`config.mk`:
```
export PLATFORM = sky130hd
export DESIGN_NAME = websocket_frame_unmasker
export DESIGN_NICKNAME = d
export VERILOG_FILES = /design/src/wsu_pkg.sv /design/src/wsu_in_reg.sv /design/src/wsu_parser.sv /design/src/wsu_out_reg.sv /design/src/websocket_frame_unmasker.sv
export SDC_FILE = /design/constraint.sdc
export NUM_CORES = 1
export LEC_CHECK = 0
export BUFFER_PORTS_ARGS = -buffer_cell sky130_fd_sc_hd__clkbuf_2
export CAP_MARGIN = 20
export CORE_MARGIN = 1.5
export CORE_UTILIZATION = 30
export DETAILED_ROUTE_END_ITERATION = 7
export PLACE_DENSITY = 0.51
export RECOVER_POWER = 100
export SYNTH_ARGS = -nofsm -noshare
export SYNTH_HDL_FRONTEND = slang
export SYNTH_HIERARCHICAL = 1
export SYNTH_SLANG_ARGS = --single-unit
```
`constraint.sdc`:
```
create_clock -name clk_i -period 6.4 [get_ports clk_i]
set_input_delay 0.96 -clock clk_i [delete_from_list [all_inputs] [get_ports clk_i]]
set_output_delay 0.96 -clock clk_i [all_outputs]
set_load 0.01 [all_outputs]
```
`src/wsu_pkg.sv`:
```
package wsu_pkg;

  localparam int unsigned KeyBytes = 4;
  localparam int unsigned KeyIdxW = $clog2(KeyBytes);

  // Seven-bit length codes that announce an extended length.
  localparam logic [6:0] LEN_EXT16 = 7'd126;
  localparam logic [6:0] LEN_EXT64 = 7'd127;

  // One result item as it leaves the parser.
  typedef struct packed {
    logic       valid;
    logic [7:0] payload_byte;
    logic       last_of_frame;
    logic       empty_frame;
    logic       length_error;
  } result_t;

endpackage

```
`src/wsu_in_reg.sv`:
```
module wsu_in_reg (
  input  logic       clk_i,
  input  logic       rst_ni,
  input  logic       in_valid_i,
  output logic       in_stall_o,
  input  logic [7:0] rx_byte_i,
  input  logic       advance_i,
  output logic       busy_o,
  output logic [7:0] byte_o
);

  logic       valid_q, valid_d;
  logic [7:0] byte_q;

  // The held item can only move on when the parser advances.
  assign in_stall_o = valid_q && !advance_i;
  assign valid_d    = in_stall_o ? valid_q : in_valid_i;

  always_ff @(posedge clk_i or negedge rst_ni) begin
    if (!rst_ni) begin
      valid_q <= 1'b0;
    end else begin
      valid_q <= valid_d;
    end
  end

  always_ff @(posedge clk_i) begin
    if (in_valid_i && !in_stall_o) begin
      byte_q <= rx_byte_i;
    end
  end

  assign busy_o = valid_q;
  assign byte_o = byte_q;

endmodule

```
`src/wsu_parser.sv`:
```
module wsu_parser (
  input  logic                  clk_i,
  input  logic                  rst_ni,
  input  logic                  fire_i,
  input  logic [7:0]            byte_i,
  output wsu_pkg::result_t      res_o
);

  localparam logic [3:0] PH_HDR    = 4'd0;
  localparam logic [3:0] PH_LEN    = 4'd1;
  localparam logic [3:0] PH_EXT_HI = 4'd2;
  localparam logic [3:0] PH_EXT_LO = 4'd3;
  localparam logic [3:0] PH_KEY0   = 4'd4;
  localparam logic [3:0] PH_KEY1   = 4'd5;
  localparam logic [3:0] PH_KEY2   = 4'd6;
  localparam logic [3:0] PH_KEY3   = 4'd7;
  localparam logic [3:0] PH_DATA   = 4'd8;

  logic [3:0]                   phase_q, phase_d;
  logic [7:0]                   key_q [wsu_pkg::KeyBytes];
  logic [15:0]                  rem_q, rem_d;
  logic [wsu_pkg::KeyIdxW-1:0]  kidx_q, kidx_d;
  logic                         key_we;
  logic [wsu_pkg::KeyIdxW-1:0]  key_waddr;
  logic [6:0]                   len;
  logic [15:0]                  rem_dec;
  wsu_pkg::result_t             res;

  assign len       = byte_i[6:0];
  assign rem_dec   = rem_q - 16'd1;
  assign key_waddr = phase_q[wsu_pkg::KeyIdxW-1:0];

  always_comb begin
    phase_d = phase_q;
    rem_d   = rem_q;
    kidx_d  = kidx_q;
    key_we  = 1'b0;
    res     = '0;
    case (phase_q)
      PH_LEN: begin
        if (len == wsu_pkg::LEN_EXT64) begin
          phase_d          = PH_HDR;
          res.valid        = 1'b1;
          res.length_error = 1'b1;
        end else if (len == wsu_pkg::LEN_EXT16) begin
          phase_d = PH_EXT_HI;
        end else begin
          rem_d   = {9'd0, len};
          phase_d = PH_KEY0;
        end
      end
      PH_EXT_HI: begin
        rem_d   = {byte_i, 8'd0};
        phase_d = PH_EXT_LO;
      end
      PH_EXT_LO: begin
        rem_d   = {rem_q[15:8], byte_i};
        phase_d = PH_KEY0;
      end
      PH_KEY0, PH_KEY1, PH_KEY2: begin
        key_we  = 1'b1;
        phase_d = phase_q + 4'd1;
      end
      PH_KEY3: begin
        key_we = 1'b1;
        kidx_d = '0;
        if (rem_q == 16'd0) begin
          phase_d           = PH_HDR;
          res.valid         = 1'b1;
          res.last_of_frame = 1'b1;
          res.empty_frame   = 1'b1;
        end else begin
          phase_d = PH_DATA;
        end
      end
      PH_DATA: begin
        kidx_d            = kidx_q + 1'b1;
        rem_d             = rem_dec;
        res.valid         = 1'b1;
        res.payload_byte  = byte_i ^ key_q[kidx_q];
        res.last_of_frame = (rem_dec == 16'd0);
        if (rem_dec == 16'd0) begin
          phase_d = PH_HDR;
        end
      end
      default: begin
        // The first header byte, and any unused code, leads to the length byte.
        phase_d = PH_LEN;
      end
    endcase
  end

  always_ff @(posedge clk_i or negedge rst_ni) begin
    if (!rst_ni) begin
      phase_q <= PH_HDR;
      rem_q   <= '0;
      kidx_q  <= '0;
      for (int i = 0; i < wsu_pkg::KeyBytes; i++) begin
        key_q[i] <= '0;
      end
    end else if (fire_i) begin
      phase_q <= phase_d;
      rem_q   <= rem_d;
      kidx_q  <= kidx_d;
      if (key_we) begin
        key_q[key_waddr] <= byte_i;
      end
    end
  end

  always_comb begin
    res_o       = res;
    res_o.valid = res.valid && fire_i;
  end

`ifndef SYNTHESIS
  a_data_has_bytes: assert property (@(posedge clk_i) disable iff (!rst_ni)
    phase_q == PH_DATA |-> rem_q != 16'd0)
    else $error("payload phase entered with nothing left to receive");

  a_key3_exit: assert property (@(posedge clk_i) disable iff (!rst_ni)
    fire_i && phase_q == PH_KEY3 |=> phase_q == PH_DATA || phase_q == PH_HDR)
    else $error("last key byte did not lead to payload or a new frame");

  a_error_restarts: assert property (@(posedge clk_i) disable iff (!rst_ni)
    res_o.valid && res_o.length_error |=> phase_q == PH_HDR)
    else $error("length error did not restart frame parsing");

  a_result_needs_fire: assert property (@(posedge clk_i) disable iff (!rst_ni)
    res_o.valid |-> fire_i && phase_q != PH_HDR)
    else $error("result produced without an item being processed");
`endif

endmodule

```
`src/wsu_out_reg.sv`:
```
module wsu_out_reg (
  input  logic             clk_i,
  input  logic             rst_ni,
  input  logic             load_i,
  input  wsu_pkg::result_t res_i,
  output logic             advance_o,
  output logic             out_valid_o,
  input  logic             out_stall_i,
  output logic [7:0]       payload_byte_o,
  output logic             last_of_frame_o,
  output logic             empty_frame_o,
  output logic             length_error_o
);

  logic             valid_q, valid_d;
  wsu_pkg::result_t res_q;

  // The register can take a new result when empty or when its item leaves now.
  assign advance_o = !valid_q || !out_stall_i;

  always_comb begin
    if (load_i) begin
      valid_d = res_i.valid;
    end else if (out_stall_i) begin
      valid_d = valid_q;
    end else begin
      valid_d = 1'b0;
    end
  end

  always_ff @(posedge clk_i or negedge rst_ni) begin
    if (!rst_ni) begin
      valid_q <= 1'b0;
    end else begin
      valid_q <= valid_d;
    end
  end

  always_ff @(posedge clk_i) begin
    if (load_i && res_i.valid) begin
      res_q <= res_i;
    end
  end

  assign out_valid_o     = valid_q;
  assign payload_byte_o  = res_q.payload_byte;
  assign last_of_frame_o = res_q.last_of_frame;
  assign empty_frame_o   = res_q.empty_frame;
  assign length_error_o  = res_q.length_error;

endmodule

```
`src/websocket_frame_unmasker.sv`:
```
// WebSocket frame unmasker.
// The input channel (in_valid_i, in_stall_o, rx_byte_i) takes the received
// frame stream one byte per item, frames following one another directly.
// The output channel (out_valid_o, out_stall_i and the result fields) gives
// one item per payload byte, unmasked with the frame's four-byte key, with
// last_of_frame_o on the final byte. A zero-length frame gives one item with
// empty_frame_o and last_of_frame_o set; length code 127 gives one item with
// length_error_o set, after which a new frame is expected.
// Otherwise, header, length and key bytes give no output item.
// out_valid_o rises once a byte that gives an item has been accepted: the byte
// is held in the input register and its result is then loaded into the result
// register. One byte is accepted every cycle while the receiver does not stall;
// the combinational parser update between the two registers allows that rate.
// While the receiver stalls, the result register holds its item and the
// input register holds one more byte, then in_stall_o rises.
// Reset empties both registers and returns the parser to the first header
// byte with the key and length cleared.
module websocket_frame_unmasker (
  input  logic       clk_i,
  input  logic       rst_ni,
  input  logic       in_valid_i,
  output logic       in_stall_o,
  input  logic [7:0] rx_byte_i,
  output logic       out_valid_o,
  input  logic       out_stall_i,
  output logic [7:0] payload_byte_o,
  output logic       last_of_frame_o,
  output logic       empty_frame_o,
  output logic       length_error_o
);

  logic             advance;
  logic             busy;
  logic             fire;
  logic [7:0]       byte_q;
  wsu_pkg::result_t res;

  assign fire = busy && advance;

  wsu_in_reg u_in_reg (
    .clk_i      (clk_i),
    .rst_ni     (rst_ni),
    .in_valid_i (in_valid_i),
    .in_stall_o (in_stall_o),
    .rx_byte_i  (rx_byte_i),
    .advance_i  (advance),
    .busy_o     (busy),
    .byte_o     (byte_q)
  );

  wsu_parser u_parser (
    .clk_i  (clk_i),
    .rst_ni (rst_ni),
    .fire_i (fire),
    .byte_i (byte_q),
    .res_o  (res)
  );

  wsu_out_reg u_out_reg (
    .clk_i           (clk_i),
    .rst_ni          (rst_ni),
    .load_i          (fire),
    .res_i           (res),
    .advance_o       (advance),
    .out_valid_o     (out_valid_o),
    .out_stall_i     (out_stall_i),
    .payload_byte_o  (payload_byte_o),
    .last_of_frame_o (last_of_frame_o),
    .empty_frame_o   (empty_frame_o),
    .length_error_o  (length_error_o)
  );

endmodule
```
# Word-level counts from Yosys, hierarchy flattened
# Index checks and enable logic that the tools add are counted.
[word_totals] regBits=75 input_bits=12 out_inout_bits=13 word_cells=85
[op_classes] addsub=3 magnitude_cmp=3 eq_ne=14 mux=23 bitwise=4 reduce_logical=23
[ops] operator="case mux 16 bit (4 select lines)" count=1
[ops] operator="bitwise mux 32 bit" count=1
[ops] operator="zero test 16 bit" count=2
[ops] operator="2-to-1 mux 16 bit" count=2
[ops] operator="2-to-1 mux 8 bit" count=3
[ops] operator="case mux 4 bit (6 select lines)" count=1
[ops] operator="binary-select mux 8 bit (select 2 bit)" count=1
[ops] operator="demux 8 bit (select 2 bit)" count=1
[ops] operator="== test 4 x 3 -> 1 bit, second input constant" count=4
[ops] operator="subtractor 16 x 1 -> 16 bit, second input constant" count=1
[ops] operator="== test 7 bit, second input constant" count=2
[ops] operator="2-to-1 mux 4 bit" count=3
[ops] operator="== test 4 x 2 -> 1 bit, second input constant" count=2
[ops] operator="bitwise XOR 8 bit" count=1
[ops] operator=">= comparator 3 bit, second input constant" count=2
[ops] operator="logical AND 1 bit" count=6
[ops] operator="NOT 2 -> 3 bit" count=2
[ops] operator="AND reduction 2 bit" count=3
[ops] operator="2-to-1 mux 1 bit" count=5
[ops] operator="AND reduction 5 bit" count=1
[ops] operator="adder 4 x 1 -> 4 bit, second input constant" count=1
[ops] operator="== test 4 x 1 -> 1 bit, second input constant" count=1
[ops] operator="== test 4 bit, second input constant" count=1
[ops] operator="zero test 1 bit" count=4
[ops] operator="17 further kinds" count=19

# Depth between registers and ports, before layout
[depth] depth_word=6 depth_mapped=10

# Hierarchy
# The synthesis kept the hierarchy.
[by_module_without_submodules] module="wsu_parser" instances=1 cells_each=332 area_per_inst_um2=3256.9 seq_area_each_um2=1351.3
[by_module_without_submodules] module="wsu_out_reg" instances=1 cells_each=15 area_per_inst_um2=375.4 seq_area_each_um2=355.3
[by_module_without_submodules] module="wsu_in_reg" instances=1 cells_each=13 area_per_inst_um2=297.8 seq_area_each_um2=265.3
[by_module_without_submodules] module="websocket_frame_unmasker" instances=1 cells_each=1 area_per_inst_um2=6.3 seq_area_each_um2=0.0

# Worst setup path before layout
# No wires, ideal clock.
[synth_path] path_kind="register to register" from="register u_parser.rem_q[0]" to="register u_parser.phase_q[0]" setup_ns=0.128 arrival_time_ns=2.366 setup_slack_ns=3.907 path_stages_with_launch=11 synth_period_minus_slack_ns=2.493 cell_sequence="dfrtp_1 -> clkbuf_1 -> inv_1 -> ha_1 -> clkbuf_1 -> o21bai_1 -> a311o_1 -> o311ai_1 -> o2111ai_2 -> a21boi_2 -> mux2_1"
[synth_via] elab_chain_cells=4
[synth_lines] element="start, declared" line="wsu_parser.sv:21" source="logic [15:0] rem_q, rem_d;"
[synth_lines] element="start signal, assigned" line="wsu_parser.sv:103" source="rem_q <= rem_d;"
[synth_lines] element="subtractor 16 x 1 -> 16 bit" line="wsu_parser.sv:30" source="assign rem_dec = rem_q - 16'd1;"
[synth_lines] element="zero test 16 bit" line="wsu_parser.sv:82" source="if (rem_dec == 16'd0) begin"
[synth_lines] element="!= test 2 x 1 -> 1 bit (no line)"
[synth_lines] element="AND reduction 2 bit (no line)"
[synth_lines] element="end signal, assigned" line="wsu_parser.sv:102" source="phase_q <= phase_d;"
[synth_lines] element="end, declared" line="wsu_parser.sv:19" source="logic [3:0] phase_q, phase_d;"
# Every way passes these cells.
# A chain may end at the register's enable or synchronous reset.

==> impl_metrics.env <==
export IMPL_netlist_area_leader_share_pct=35.6
export IMPL_routed_wl_met2_um=4100
export IMPL_die_height_um=118
export IMPL_tightest_slew_ps=3080
export IMPL_r2r_start="u_parser/rem_q[4]$_DFFE_PN0P_"
export IMPL_drtPass1Iterations=5
export IMPL_drive_above_1_share_pct=16.6
export IMPL_nets=393
export IMPL_crit_family="simple AND/OR/NAND/NOR gates"
export IMPL_synth_most_common_cell="dfrtp_1"
export IMPL_synth_area_leaders="dfrtp_1, edfxtp_1, mux2_2"
export IMPL_irDropWorstVdd_mv=0.171
export IMPL_post_route_util_pct=34.7
export IMPL_netlist_area_mm2=0.00394
export IMPL_yosysSeqAreaShare_pct=50.1
export IMPL_io_pins=25
export IMPL_hp_start="u_parser/key_q[8]$_DFFE_PN0P_"
export IMPL_top_layer_used="met4"
export IMPL_vias=2871
export IMPL_cts_sinks=75
export IMPL_grt_first_pass_wirelength_um=15100
export IMPL_critPathKind="register to register"
export IMPL_fin_crit_sh_pct=59.8
export IMPL_r2r_end="u_out_reg/payload_byte_o[5]$_DFFE_PP_"
export IMPL_die_w_um=118
export IMPL_max_slew_margin_rel_pct=-105
export IMPL_cp_arrival_ps=3790
export IMPL_clk_latency_ps=330
export IMPL_cts_hold_fix_buffers=0
export IMPL_worstPathRequired_ps=6370
export IMPL_p_leak_nw=1.71
export IMPL_setup_viol=0
export IMPL_failed_checks="capacitance limit, slew limit"
export IMPL_wl_met3_um=544
export IMPL_start_kind="register"
export IMPL_cts_reportedPaths_clkPinSlew_ps=60
export IMPL_ys_ff_latch=75
export IMPL_num_rows=41
export IMPL_crit_chain="nor4_1 > inv_1 > nor4_1 > o31a_1 > and2_0"
export IMPL_power_density_mw_per_mm2=457
export IMPL_worst_path_most_repeated_cell="nor4_1"
export IMPL_n_antenna_cell=0
export IMPL_cts_tree="done"
export IMPL_synthTopCellsByCount="dfrtp_1, nor2_1, o21ai_0"
export IMPL_period_needed_ps=3830
export IMPL_cts_buffers=9
export IMPL_port_buffers=24
export IMPL_synthArstFlopShare_pct=74.7
export IMPL_max_stage_delay_ps=1470
export IMPL_max_freq_ghz=0.261
export IMPL_r2r_cells=5
export IMPL_cp_startpoint="u_parser/rem_q[4]$_DFFE_PN0P_"
export IMPL_grt_setup_unrepaired="false"
export IMPL_globalplace_congestion=0.866
export IMPL_synth_edf_count=19
export IMPL_critPathSlowestCell="nor4_1"
export IMPL_synthFlopType="dfrtp_1"
export IMPL_netlist_instances=361
export IMPL_dp_hpwl_um=6340
export IMPL_first_global_vias=2795
export IMPL_root_buffer="clkbuf_16"
export IMPL_antenna_found_initial=0
export IMPL_critPathCaptureType="register"
export IMPL_holdPathEnd="u_parser/key_q[8]$_DFFE_PN0P_"
export IMPL_cts_buffer_depth=2
export IMPL_r2r_slack_ps=2570
export IMPL_route_detailed_wl_per_inst_um=16.8
export IMPL_skew_ps=6.23
export IMPL_finalSetupTns_ps=0
export IMPL_cp_max_fo=12
export IMPL_cts_resized=0
export IMPL_drt_iter0_drc=302
export IMPL_yosys_warnings=6
export IMPL_die_area_mm2=0.0138
export IMPL_maxCapViolCount=3
export IMPL_ys_types=58
export IMPL_synth_nets=380
export IMPL_min_path_cells=2
export IMPL_status="complete, but fails checks"
export IMPL_fillers=1313
export IMPL_grt_usage_pct=14.0
export IMPL_grt_max_degree=57
export IMPL_wl_met1_um=4370
export IMPL_postRouteAntennaNets=0
export IMPL_post_cts_setup_buffers=0
export IMPL_viasPerCell=5.21
export IMPL_finalNonFillerCells=551
export IMPL_avgSynthCellArea_um2=10.9
export IMPL_start_util_pct=30.9
export IMPL_dp_cells=535
export IMPL_final_max_slew_viol_count=99
export IMPL_syn_to_final_growth_pct=12.2
export IMPL_hold_viol_final=0
export IMPL_crit_buf_inv=1
export IMPL_drc=0
export IMPL_core_area_mm2=0.0127
export IMPL_grt_ovfl_total=0
export IMPL_routed_wl_um=9280
export IMPL_holdCritPathClass="register to register"
export IMPL_yosysTopAreaCell="dfrtp_1"
export IMPL_htree_levels=3
-- tightest hold or removal path, stage by stage (launching register included) --
cell and delay (ps):
dfrtp_1 340, nand2_1 40, o21ai_0 60
-- cells in the final DEF, fill, tap and decap left out, types with 4 or more instances in the layout --
| cell | count |
|---|---|
| a21oi_1 | 17 |
| mux4_2 | 8 |
| nand2_1 | 20 |
| dfrtp_1 | 56 |
| nand3_1 | 7 |
| nor3_1 | 11 |
| edfxtp_1 | 19 |
| a22oi_1 | 6 |
| o21bai_1 | 4 |
| clkbuf_16 | 9 |
| a32oi_1 | 4 |
| ha_1 | 7 |
| o21ai_0 | 36 |
| nor2_1 | 33 |
| xnor2_1 | 9 |
| clkbuf_1 | 17 |
| clkbuf_2 | 11 |
| nor4_1 | 8 |
| inv_1 | 11 |
| mux2_2 | 28 |
-- area by class of cell --
class | instances | area, um^2 | area share [%]
inverters | 11 | 41.3 | 0.935
repair buffers | 25 | 108 | 2.44
well taps | 172 | 215 | 4.87
clock buffers | 12 | 236 | 5.35
clock inverters | 4 | 52.6 | 1.19
multi-input cells | 252 | 1790 | 40.6
flip-flops and latches | 75 | 1970 | 44.6
-- where the power goes --
group | switching, mW | internal [mW]
clock network | 0.192 | 0.303
logic | 0.384 | 0.332
registers | 0.158 | 0.648
-- kinds of logic (layout without fill, tap and decap cells) --
group,count (synthesis),after routing,synth area share (%)
adders and majority gates,7,7,2.22
AOI/OAI and AO/OA,90,90,14.5
and+or+nand+nor,108,108,14.8
DFF,75,75,50.1
muxes,38,38,13.1
xor gates and xnor gates,9,9,2.00
buffers and inverters,34,52,3.27
-- per-layer routing --
layer / GRT usage (%) / up-vias
met5: 0 / -
met4: 7.93 / 0
met3: 2.28 / 22
met2: 21.3 / 102
met1: 19.1 / 1392
li1: - / 1355
-- stage by stage --
step	power, mW	instance area (um^2)	setup slack, ps	hold WS (ps)
finish	2.02	4420	2570	480
global route	2.15	4420	2220	514
CTS	2.04	4480	3540	484
detailed placement	1.54	4190	3560	471
global placement	1.53	4190	3650	458
floorplan	1.36	3940	3910	445
-- worst max-delay path by stage --
| stage | to | slack, ps | cells past startpoint |
|---|---|---|---|
| after detailed placement | u_parser/rem_q[3]$_DFFE_PN0P_ | 3560 | 7 |
| final | u_out_reg/payload_byte_o[5]$_DFFE_PP_ | 2570 | 5 |
| after global placement | u_parser/rem_q[3]$_DFFE_PN0P_ | 3650 | 7 |
| after floorplan | u_parser/phase_q[0]$_DFFE_PN0P_ | 3910 | 10 |
| after CTS | u_parser/phase_q[0]$_DFFE_PN0P_ | 3540 | 8 |
| after global routing | u_out_reg/payload_byte_o[3]$_DFFE_PP_ | 2220 | 5 |
-- flip-flops by register name, summed over array words and instances, names as in the netlist --
name / count
u_in_reg/busy_o: 1
u_in_reg/byte_o: 8
u_out_reg/empty_frame_o: 1
u_out_reg/last_of_frame_o: 1
u_out_reg/length_error_o: 1
u_out_reg/out_valid_o: 1
u_out_reg/payload_byte_o: 8
u_parser/key_q: 32
u_parser/kidx_q: 2
u_parser/phase_q: 4
u_parser/rem_q: 16
Note: power is estimated with default switching activity, not from simulation.
